==> config.mk <==
export PLATFORM = sky130hd
export DESIGN_NAME = bitmap_set_store_unit
export DESIGN_NICKNAME = d
export VERILOG_FILES = /design/src/hw/rtl/bss_pkg.sv /design/src/hw/rtl/bss_scan_unit.sv /design/src/hw/rtl/bitmap_set_store_unit.sv
export VERILOG_INCLUDE_DIRS = /design/src /design/src/hw/rtl
export SDC_FILE = /design/constraint.sdc
export NUM_CORES = 2
export LEC_CHECK = 0
export BUFFER_PORTS_ARGS = -buffer_cell sky130_fd_sc_hd__buf_2
export CORE_MARGIN = 3
export CORE_UTILIZATION = 63
export CTS_BUF_LIST = sky130_fd_sc_hd__clkbuf_8 sky130_fd_sc_hd__clkbuf_16
export DETAILED_ROUTE_END_ITERATION = 8
export PLACE_DENSITY = 0.79
export SETUP_SLACK_MARGIN = 0.5
export SLEW_MARGIN = 20
export SYNTH_ARGS = -nofsm -noshare
export SYNTH_HDL_FRONTEND = slang
export SYNTH_SLANG_ARGS = --single-unit
==> constraint.sdc <==
create_clock -name clk -period 7.1 [get_ports clk]
set_input_delay 0.71 -clock clk [delete_from_list [all_inputs] [get_ports clk]]
set_output_delay 0.71 -clock clk [all_outputs]
set_load 0.05 [all_outputs]
==> src/hw/rtl/bitmap_set_store_unit_macros.svh <==
// ----------------------------------------------------------------------------
// bitmap set store assertion macros
// concurrent checks clocked on clk and disabled while rst_n is low
// ----------------------------------------------------------------------------
`ifndef BITMAP_SET_STORE_UNIT_MACROS_SVH
`define BITMAP_SET_STORE_UNIT_MACROS_SVH

// same-cycle implication
`define BSS_ASSERT_IMPLY(label, ante, cons, msg) \
    label: assert property (@(posedge clk) disable iff (!rst_n) (ante) |-> (cons)) \
        else $error(msg);

// next-cycle implication
`define BSS_ASSERT_NEXT(label, ante, cons, msg) \
    label: assert property (@(posedge clk) disable iff (!rst_n) (ante) |=> (cons)) \
        else $error(msg);

`endif

==> src/hw/rtl/bss_pkg.sv <==
// ----------------------------------------------------------------------------
// bss_pkg
// shared types and codes of the bitmap set store
// ----------------------------------------------------------------------------
`timescale 1ns / 1ps

package bss_pkg;

    localparam int unsigned IDX_W = 12;
    localparam int unsigned CNT_W = 13;

    // request kinds
    localparam logic [2:0] REQ_INSERT   = 3'd0;
    localparam logic [2:0] REQ_REMOVE   = 3'd1;
    localparam logic [2:0] REQ_CONTAINS = 3'd2;
    localparam logic [2:0] REQ_FIND     = 3'd3;
    localparam logic [2:0] REQ_CLEAR    = 3'd4;

    // status codes
    localparam logic [1:0] ST_OK          = 2'd0;
    localparam logic [1:0] ST_RANGE       = 2'd1;
    localparam logic [1:0] ST_PRESENT     = 2'd2;
    localparam logic [1:0] ST_NOT_PRESENT = 2'd3;

    localparam logic [CNT_W-1:0] CAP_RESET = 13'd4096;

    typedef struct packed {
        logic [2:0]       req_type;
        logic [IDX_W-1:0] index;
    } req_t;

    typedef struct packed {
        logic [1:0]       status;
        logic             present;
        logic             found;
        logic [IDX_W-1:0] next_index;
        logic [CNT_W-1:0] member_count;
        logic             is_empty;
        logic             is_full;
    } rsp_t;

endpackage

==> src/hw/rtl/bss_scan_unit.sv <==
// ----------------------------------------------------------------------------
// bss_scan_unit
// lowest set bit of one bitmap word inside a window of bit positions
// ----------------------------------------------------------------------------
`timescale 1ns / 1ps

module bss_scan_unit #(
    parameter int unsigned WORD_BITS = 32
) (
    input  logic [WORD_BITS-1:0]         word,
    input  logic [$clog2(WORD_BITS)-1:0] lo,
    input  logic [$clog2(WORD_BITS):0]   lim,
    output logic                         hit,
    output logic [$clog2(WORD_BITS)-1:0] pos
);

    localparam int unsigned BW = $clog2(WORD_BITS);

    logic [WORD_BITS-1:0] window;
    logic [WORD_BITS-1:0] masked;
    logic [WORD_BITS-1:0] lowest;

    // window keeps positions lo <= b < lim
    always_comb
    begin
        for (int b = 0; b < WORD_BITS; b++)
        begin
            window[b] = ((BW+1)'(b) >= {1'b0, lo}) && ((BW+1)'(b) < lim);
        end
    end

    assign masked = word & window;
    assign lowest = masked & (~masked + WORD_BITS'(1));
    assign hit    = |masked;

    // one-hot to binary, each output bit an or over a fixed pattern
    always_comb
    begin
        for (int k = 0; k < BW; k++)
        begin
            pos[k] = 1'b0;
            for (int b = 0; b < WORD_BITS; b++)
            begin
                if (((b >> k) & 1) == 1)
                begin
                    pos[k] = pos[k] | lowest[b];
                end
            end
        end
    end

endmodule

==> src/hw/rtl/bitmap_set_store_unit.sv <==
// insert, remove, contains: S_QUOT, S_READ, S_EVAL, S_DONE, then the result is registered
// find next: the same, staying in S_EVAL for each further word scanned; other kinds: S_DONE only
// clear: S_CLEAR zeroes one bitmap word per cycle over every word, then S_DONE
// one transaction at a time, the next one taken the cycle after the result
// is registered; a stalled result holds the block busy
// reset: count cleared, capacity back to 4096, then an S_INIT pass of memory clearing
// ----------------------------------------------------------------------------
// bitmap_set_store_unit
// set of indices held as a bitmap in a word memory, with member count,
// insert, remove, contains, find next member and clear
// ----------------------------------------------------------------------------
`timescale 1ns / 1ps
`include "bitmap_set_store_unit_macros.svh"

module bitmap_set_store_unit #(
    parameter int unsigned CAPACITY  = 4096,
    parameter int unsigned WORD_BITS = 32
) (
    input  logic                         clk,
    input  logic                         rst_n,
    // request channel
    input  logic                         in_valid,
    output logic                         in_stall,
    input  bss_pkg::req_t                in_data,
    // result channel
    output logic                         out_valid,
    input  logic                         out_stall,
    output bss_pkg::rsp_t                out_data,
    // capacity register write
    input  logic                         cfg_valid,
    output logic                         cfg_ready,
    input  logic [bss_pkg::CNT_W-1:0]    cfg_data
);

    localparam int unsigned IDX_W     = bss_pkg::IDX_W;
    localparam int unsigned CNT_W     = bss_pkg::CNT_W;
    localparam int unsigned NUM_WORDS = (CAPACITY + WORD_BITS - 1) / WORD_BITS;
    localparam int unsigned AW        = (NUM_WORDS > 1) ? $clog2(NUM_WORDS) : 1;
    localparam int unsigned BW        = $clog2(WORD_BITS);
    // wide enough for any bit position plus one word
    localparam int unsigned XW        = $clog2(NUM_WORDS * WORD_BITS + WORD_BITS + 1);
    // index to word: multiply by a rounded-up reciprocal, exact for 12-bit indices
    localparam int unsigned SHIFT     = IDX_W + BW;
    localparam int unsigned RECIP     = ((1 << SHIFT) + WORD_BITS - 1) / WORD_BITS;
    localparam int unsigned PRW       = 2 * IDX_W + 1;
    localparam logic [CNT_W-1:0] CAP_SAT =
        (CAPACITY > 8191) ? {CNT_W{1'b1}} : CNT_W'(CAPACITY);
    localparam logic [AW-1:0] LAST_WORD = AW'(NUM_WORDS - 1);

    typedef enum logic [2:0] {
        S_INIT,
        S_IDLE,
        S_QUOT,
        S_READ,
        S_EVAL,
        S_CLEAR,
        S_DONE
    } state_t;

    state_t               state_reg;
    logic [2:0]           req_reg;
    logic [IDX_W-1:0]     idx_reg;
    logic [PRW-1:0]       prod_reg;
    logic [AW-1:0]        word_reg;
    logic [BW-1:0]        bit_reg;
    logic [XW-1:0]        base_reg;
    logic [CNT_W-1:0]     count_reg;
    logic [CNT_W-1:0]     cap_cfg_reg;
    logic [1:0]           status_reg;
    logic                 present_reg;
    logic                 found_reg;
    logic [IDX_W-1:0]     next_reg;
    logic                 out_valid_reg;
    bss_pkg::rsp_t        out_reg;

    // bitmap memory and its registered read port
    logic [WORD_BITS-1:0] mem [NUM_WORDS];
    logic [WORD_BITS-1:0] rd_reg;
    logic [AW-1:0]        rd_addr;
    logic                 mem_we;
    logic [WORD_BITS-1:0] mem_wdata;

    logic [CNT_W-1:0]     cap_eff;
    logic [XW-1:0]        cap_x;
    logic                 idx_in_range;
    logic                 cur_bit;
    logic [WORD_BITS-1:0] flip_word;
    logic [XW-1:0]        span;
    logic [BW:0]          lim;
    logic                 scan_hit;
    logic [BW-1:0]        scan_pos;
    logic                 scan_last;
    logic                 in_accept;
    logic                 out_free;
    logic                 done_fire;

    // effective capacity, register saturated to the storage size
    assign cap_eff      = (cap_cfg_reg > CAP_SAT) ? CAP_SAT : cap_cfg_reg;
    assign cap_x        = XW'(cap_eff);
    assign idx_in_range = {1'b0, idx_reg} < cap_eff;

    assign cur_bit   = rd_reg[bit_reg];
    assign flip_word = rd_reg ^ (WORD_BITS'(1) << bit_reg);

    // valid positions left in the current word; base stays below capacity here
    assign span      = cap_x - base_reg;
    assign lim       = (span >= XW'(WORD_BITS)) ? (BW+1)'(WORD_BITS) : (BW+1)'(span);
    assign scan_last = (base_reg + XW'(WORD_BITS)) >= cap_x;

    bss_scan_unit #(
        .WORD_BITS (WORD_BITS)
    ) u_scan (
        .word (rd_reg),
        .lo   (bit_reg),
        .lim  (lim),
        .hit  (scan_hit),
        .pos  (scan_pos)
    );

    assign in_stall  = (state_reg != S_IDLE);
    assign in_accept = in_valid && (state_reg == S_IDLE);
    assign out_valid = out_valid_reg;
    assign out_data  = out_reg;
    assign out_free  = !out_valid_reg || !out_stall;
    assign done_fire = (state_reg == S_DONE) && out_free;
    assign cfg_ready = 1'b1;

    // the scan reads one word ahead while staying in evaluate
    assign rd_addr = (state_reg == S_EVAL) ? (word_reg + AW'(1)) : word_reg;

    always_comb
    begin
        mem_we    = 1'b0;
        mem_wdata = flip_word;
        unique case (state_reg) inside
            S_INIT, S_CLEAR:
            begin
                mem_we    = 1'b1;
                mem_wdata = '0;
            end
            S_EVAL:
            begin
                if (req_reg == bss_pkg::REQ_INSERT)
                begin
                    mem_we = idx_in_range && !cur_bit;
                end
                else if (req_reg == bss_pkg::REQ_REMOVE)
                begin
                    mem_we = idx_in_range && cur_bit;
                end
            end
            default:
            begin
                mem_we = 1'b0;
            end
        endcase
    end

    always_ff @(posedge clk)
    begin
        if (mem_we)
        begin
            mem[word_reg] <= mem_wdata;
        end
        rd_reg <= mem[rd_addr];
    end

    // capacity register
    always_ff @(posedge clk or negedge rst_n)
    begin
        if (!rst_n)
        begin
            cap_cfg_reg <= bss_pkg::CAP_RESET;
        end
        else if (cfg_valid && cfg_ready)
        begin
            cap_cfg_reg <= cfg_data;
        end
    end

    // sequencer
    always_ff @(posedge clk or negedge rst_n)
    begin
        if (!rst_n)
        begin
            state_reg     <= S_INIT;
            word_reg      <= '0;
            count_reg     <= '0;
            out_valid_reg <= 1'b0;
        end
        else
        begin
            // result register drains independently of the sequencer
            if (out_valid_reg && !out_stall && !done_fire)
            begin
                out_valid_reg <= 1'b0;
            end

            unique case (state_reg)
                // memory clearing pass after reset
                S_INIT:
                begin
                    if (word_reg == LAST_WORD)
                    begin
                        word_reg  <= '0;
                        state_reg <= S_IDLE;
                    end
                    else
                    begin
                        word_reg <= word_reg + AW'(1);
                    end
                end

                S_IDLE:
                begin
                    if (in_accept)
                    begin
                        req_reg     <= in_data.req_type;
                        idx_reg     <= in_data.index;
                        prod_reg    <= PRW'(in_data.index) * PRW'(RECIP);
                        status_reg  <= bss_pkg::ST_OK;
                        present_reg <= 1'b0;
                        found_reg   <= 1'b0;
                        next_reg    <= '0;
                        word_reg    <= '0;
                        case (in_data.req_type) inside
                            bss_pkg::REQ_INSERT, bss_pkg::REQ_REMOVE,
                            bss_pkg::REQ_CONTAINS, bss_pkg::REQ_FIND:
                                state_reg <= S_QUOT;
                            bss_pkg::REQ_CLEAR:
                                state_reg <= S_CLEAR;
                            default:
                                state_reg <= S_DONE;
                        endcase
                    end
                end

                // word number from the reciprocal product
                S_QUOT:
                begin
                    word_reg  <= AW'(prod_reg >> SHIFT);
                    state_reg <= S_READ;
                end

                // bit within word, word base; memory read issued at word_reg
                S_READ:
                begin
                    bit_reg   <= BW'(idx_reg - IDX_W'(word_reg * WORD_BITS));
                    base_reg  <= XW'(word_reg * WORD_BITS);
                    state_reg <= S_EVAL;
                end

                S_EVAL:
                begin
                    case (req_reg)
                        bss_pkg::REQ_INSERT:
                        begin
                            if (!idx_in_range)
                            begin
                                status_reg <= bss_pkg::ST_RANGE;
                            end
                            else if (cur_bit)
                            begin
                                status_reg <= bss_pkg::ST_PRESENT;
                            end
                            else
                            begin
                                count_reg <= count_reg + CNT_W'(1);
                            end
                            state_reg <= S_DONE;
                        end
                        bss_pkg::REQ_REMOVE:
                        begin
                            if (!idx_in_range)
                            begin
                                status_reg <= bss_pkg::ST_RANGE;
                            end
                            else if (!cur_bit)
                            begin
                                status_reg <= bss_pkg::ST_NOT_PRESENT;
                            end
                            else
                            begin
                                count_reg <= count_reg - CNT_W'(1);
                            end
                            state_reg <= S_DONE;
                        end
                        bss_pkg::REQ_CONTAINS:
                        begin
                            present_reg <= idx_in_range && cur_bit;
                            state_reg   <= S_DONE;
                        end
                        default:
                        begin
                            // find next: one word per cycle
                            if (!idx_in_range)
                            begin
                                state_reg <= S_DONE;
                            end
                            else if (scan_hit)
                            begin
                                found_reg <= 1'b1;
                                next_reg  <= IDX_W'(base_reg + XW'(scan_pos));
                                state_reg <= S_DONE;
                            end
                            else if (scan_last)
                            begin
                                state_reg <= S_DONE;
                            end
                            else
                            begin
                                word_reg <= word_reg + AW'(1);
                                base_reg <= base_reg + XW'(WORD_BITS);
                                bit_reg  <= '0;
                            end
                        end
                    endcase
                end

                // clear request sweeps every word
                S_CLEAR:
                begin
                    if (word_reg == LAST_WORD)
                    begin
                        count_reg <= '0;
                        state_reg <= S_DONE;
                    end
                    else
                    begin
                        word_reg <= word_reg + AW'(1);
                    end
                end

                // hand the result over once the output register is free
                S_DONE:
                begin
                    if (out_free)
                    begin
                        out_reg.status       <= status_reg;
                        out_reg.present      <= present_reg;
                        out_reg.found        <= found_reg;
                        out_reg.next_index   <= next_reg;
                        out_reg.member_count <= count_reg;
                        out_reg.is_empty     <= (count_reg == '0);
                        out_reg.is_full      <= (count_reg == cap_eff);
                        out_valid_reg        <= 1'b1;
                        state_reg            <= S_IDLE;
                    end
                end

                default:
                begin
                    state_reg <= S_IDLE;
                end
            endcase
        end
    end

    // an accepted transaction always leaves idle
    `BSS_ASSERT_NEXT(a_accept_busy, in_accept, state_reg != S_IDLE, "accept did not start work")

    // a finished transaction lands in the output register and frees the block
    `BSS_ASSERT_NEXT(a_done_out, done_fire, out_valid_reg && (state_reg == S_IDLE), "no result")

    // empty flag agrees with the reported count
    `BSS_ASSERT_IMPLY(a_empty_flag, out_valid, out_data.is_empty != |out_data.member_count, "empty flag")

endmodule
==> flow_summary.toml <==
[logic_synthesis]
synth_cell_type_count = 91
synth_seq_cells = 4240
yosysTopAreaCell = "edfxtp_1"
yosysTopAreaCellShare_pct = 76.0
syn_inst = 6931
synthTopCellsByArea = "edfxtp_1 (76%), mux4_2 (19%), dfrtp_1 (0.55%)"
syn-num-nets = 7005
synth_area_sq_um = 165000
syn_area_per_cell_sq_um = 23.8
async_reset_ff_share_pct = 0.873
yosysWarnings = 0
synth-seq-area-share_pct = 77.0
synth.most_common_cell = "edfxtp_1"
synth-edff-count = 4171
synth_ff_type = "edfxtp_1"
ys_top_cells_by_count = "edfxtp_1 (4171), mux4_2 (1354), clkbuf_1 (225), nor2_1 (210), nand2_1 (101)"

[placed_design]
dp_hpwl_um = 240000
port_buffers = 65
place_area_sq_um = 172000
globalplace.congestion = 0.925

[worst_setup_path]
worstPathMaxFanout = 24
cpMaxStageDelayCell = "nor2_4"
required_ps = 7720
start_kind = "flip-flop"
r2r_start = "cap_cfg_reg[12]"
cp_cell_sequence = "inv_1, nand2_1, ha_1, a21o_1, a21o_1, a21o_1, a21o_1, a21o_1, a21o_1, a2111oi_4, or2_2, and2b_2, nand2_2, buf_4, nor2_4, buf_4"
r2r_setup_slack_ps = 1060
r2r_cells = 16
end_kind = "flip-flop"
path_common_cell = "a21o_1"
r2r-end = "mem[10][12]"
critPathMaxStageDelay_ps = 820
cp.arrival_ps = 6660
crit_type = "flip-flop to flip-flop"

[timing]
fin_setup_tns_ps = 0
final_hold_viol_count = 0
drv_slew = 0
rsz0062_at_grt = "false"
fin_hold_ws_ps = 25.4
max_freq_ghz = 0.166
setup_viol = 0
skew_ps = 63.1
maxSlewHeadroom_pct = 16.2
fin_crit_ps = 6040
tightest_slew_ps = 1250
fin_crit_sh_pct = 85.1

[floorplan]
die_y_um = 517
fp.coreArea_sq_um = 260000
dieArea_sq_um = 268000
pin_count = 67
initial_utilization_pct = 63.4
rows = 187
die_w_um = 517

[worst_hold_path]
min_path_cells = 2
holdCritStartpoint = "cfg_data[10]"
hp-class = "input pin to flip-flop"
whs_endpoint = "cap_cfg_reg[10]"

[cells_and_area]
largest_reg_flops = 4096
area_delta_synth_final_pct = 12.8
stdcell_area_sq_um = 186000
nNetsFinal = 7429
post_route_cells_drive_above_1_share_pct = 33.2
fin_util_pct = 71.5

[cts]
hold_buffers = 22
path_clk_slew_ps = 70
clkLatencyLatePin_ps = 940
cts_tree = "yes"
cts_resized = 0
cts_made_buffers = 400
ctsHtreeMaxLevel = 5
clk_path_buf_depth = 4
clock-root-buffer = "clkbuf_16"
cts_sinks = 4240
cts_setup_buffers = 0

[run_status]
status = "finished, violations left"
violations = "DRC"

[drt]
wl_per_cell_um = 45.0
drtIter0Drc = 18113
vias = 86292
drt_wl_total_um = 504000
ant_nets = 0
drc = 289
firstDrtPassIters = 9
via_per_inst = 7.70

[grt]
met2_usage_pct = 56.7
grt_antenna_before_repair = 66
top_usage_layer = "met2"
grtUsageMet3_pct = 12.2
grt_usage_pct = 37.4
globalRouteMet1Util_pct = 50.0
grt_first_pass_wirelength_um = 687000
overflow = 0
grt_pass1_vias = 84739
grt_max_degree = 113

[pwr]
irDropWorstVdd_mv = 0.665
finalPower_mw = 101
leakagePower_nw = 58.7
power_density_nw_per_um2 = 544

[flow_run]
maxCapViolations = 0
-- power by group --
| part | switching, mW | internal (mW) |
|---|---|---|
| Sequential | 0.633 | 34.2 |
| Combinational | 27.8 | 16.3 |
| Clock | 9.95 | 12.3 |
| Total | 38.4 | 62.9 |
-- worst max-delay path by stage --
stage | start | end
floorplan | bit_reg[3] | mem[0][25]
global placement | cap_cfg_reg[12] | bit_reg[1]
detailed placement | cap_cfg_reg[12] | mem[120][2]
CTS | cap_cfg_reg[12] | mem[10][28]
global route | cap_cfg_reg[12] | bit_reg[0]
finish | cap_cfg_reg[12] | mem[10][12]
-- through the flow --
step	setup WS, ps	std cells
final	1060	11212
after global placement	1420	10419
after global routing	923	11183
after floorplan	978	6931
after CTS	1250	11172
after detailed placement	1340	10419
-- layer usage --
metal	routed length [um]	vias to the layer above	part of all wire, %
met5	396	-	0.079
met4	32300	50	6.4
met3	79100	1887	16
met2	236000	9367	47
met1	157000	44233	31
li1	-	30755	-
-- cell type report --
class / instances / area [sq um]
clock inverter: 326 / 3040
fill: 13303 / 74000
sequential: 4240 / 127000
clock buffer: 405 / 10100
tap: 3496 / 4370
multi-input combinational: 2291 / 37800
timing repair buffer: 384 / 3620
antenna: 32 / 80.1
inverter: 38 / 143
-- worst max-delay path, delay by kind of cell, from the launching register on --
family / cells / cell delay (ps)
adder cells (fa/ha/maj): 1 / 280
buffers and inverters: 3 / 1080
AND/OR/NAND/NOR: 5 / 2230
AO/OA/AOI/OAI: 7 / 1440
flip-flops: 1 / 670
-- cells in the final DEF, fill, tap and decap left out, types with 12 or more instances in the layout --
master	n
edfxtp_1	4171
mux4_2	1354
clkbuf_16	404
buf_4	231
nor2_4	144
inv_1	106
nand2_1	100
clkinv_1	85
o21ai_0	69
nor2_1	67
clkinv_2	67
buf_2	65
a21oi_1	58
buf_12	55
bufinv_16	53
mux2_2	50
ha_1	40
dfrtp_1	36
nand3_1	33
diode_2	32
dfxtp_1	32
xnor2_1	28
or3_1	26
nor3_1	23
a21o_1	23
dlygate4sd3_1	22
xor2_1	20
a21oi_4	18
clkinvlp_4	18
nor2b_1	17
a31oi_1	17
and2_1	12
inv_6	12
-- cells by family after synthesis --
group | after synthesis | share of synthesized area, %
flops | 4240 | 77.0
mux | 1406 | 18.9
simple gates | 496 | 1.42
buf+inv | 400 | 0.990
compound gates | 293 | 1.17
xor+xnor | 54 | 0.292
fa+ha+maj | 41 | 0.316
other cells | 1 | 0.00228
(Power assumes the default switching activity.)
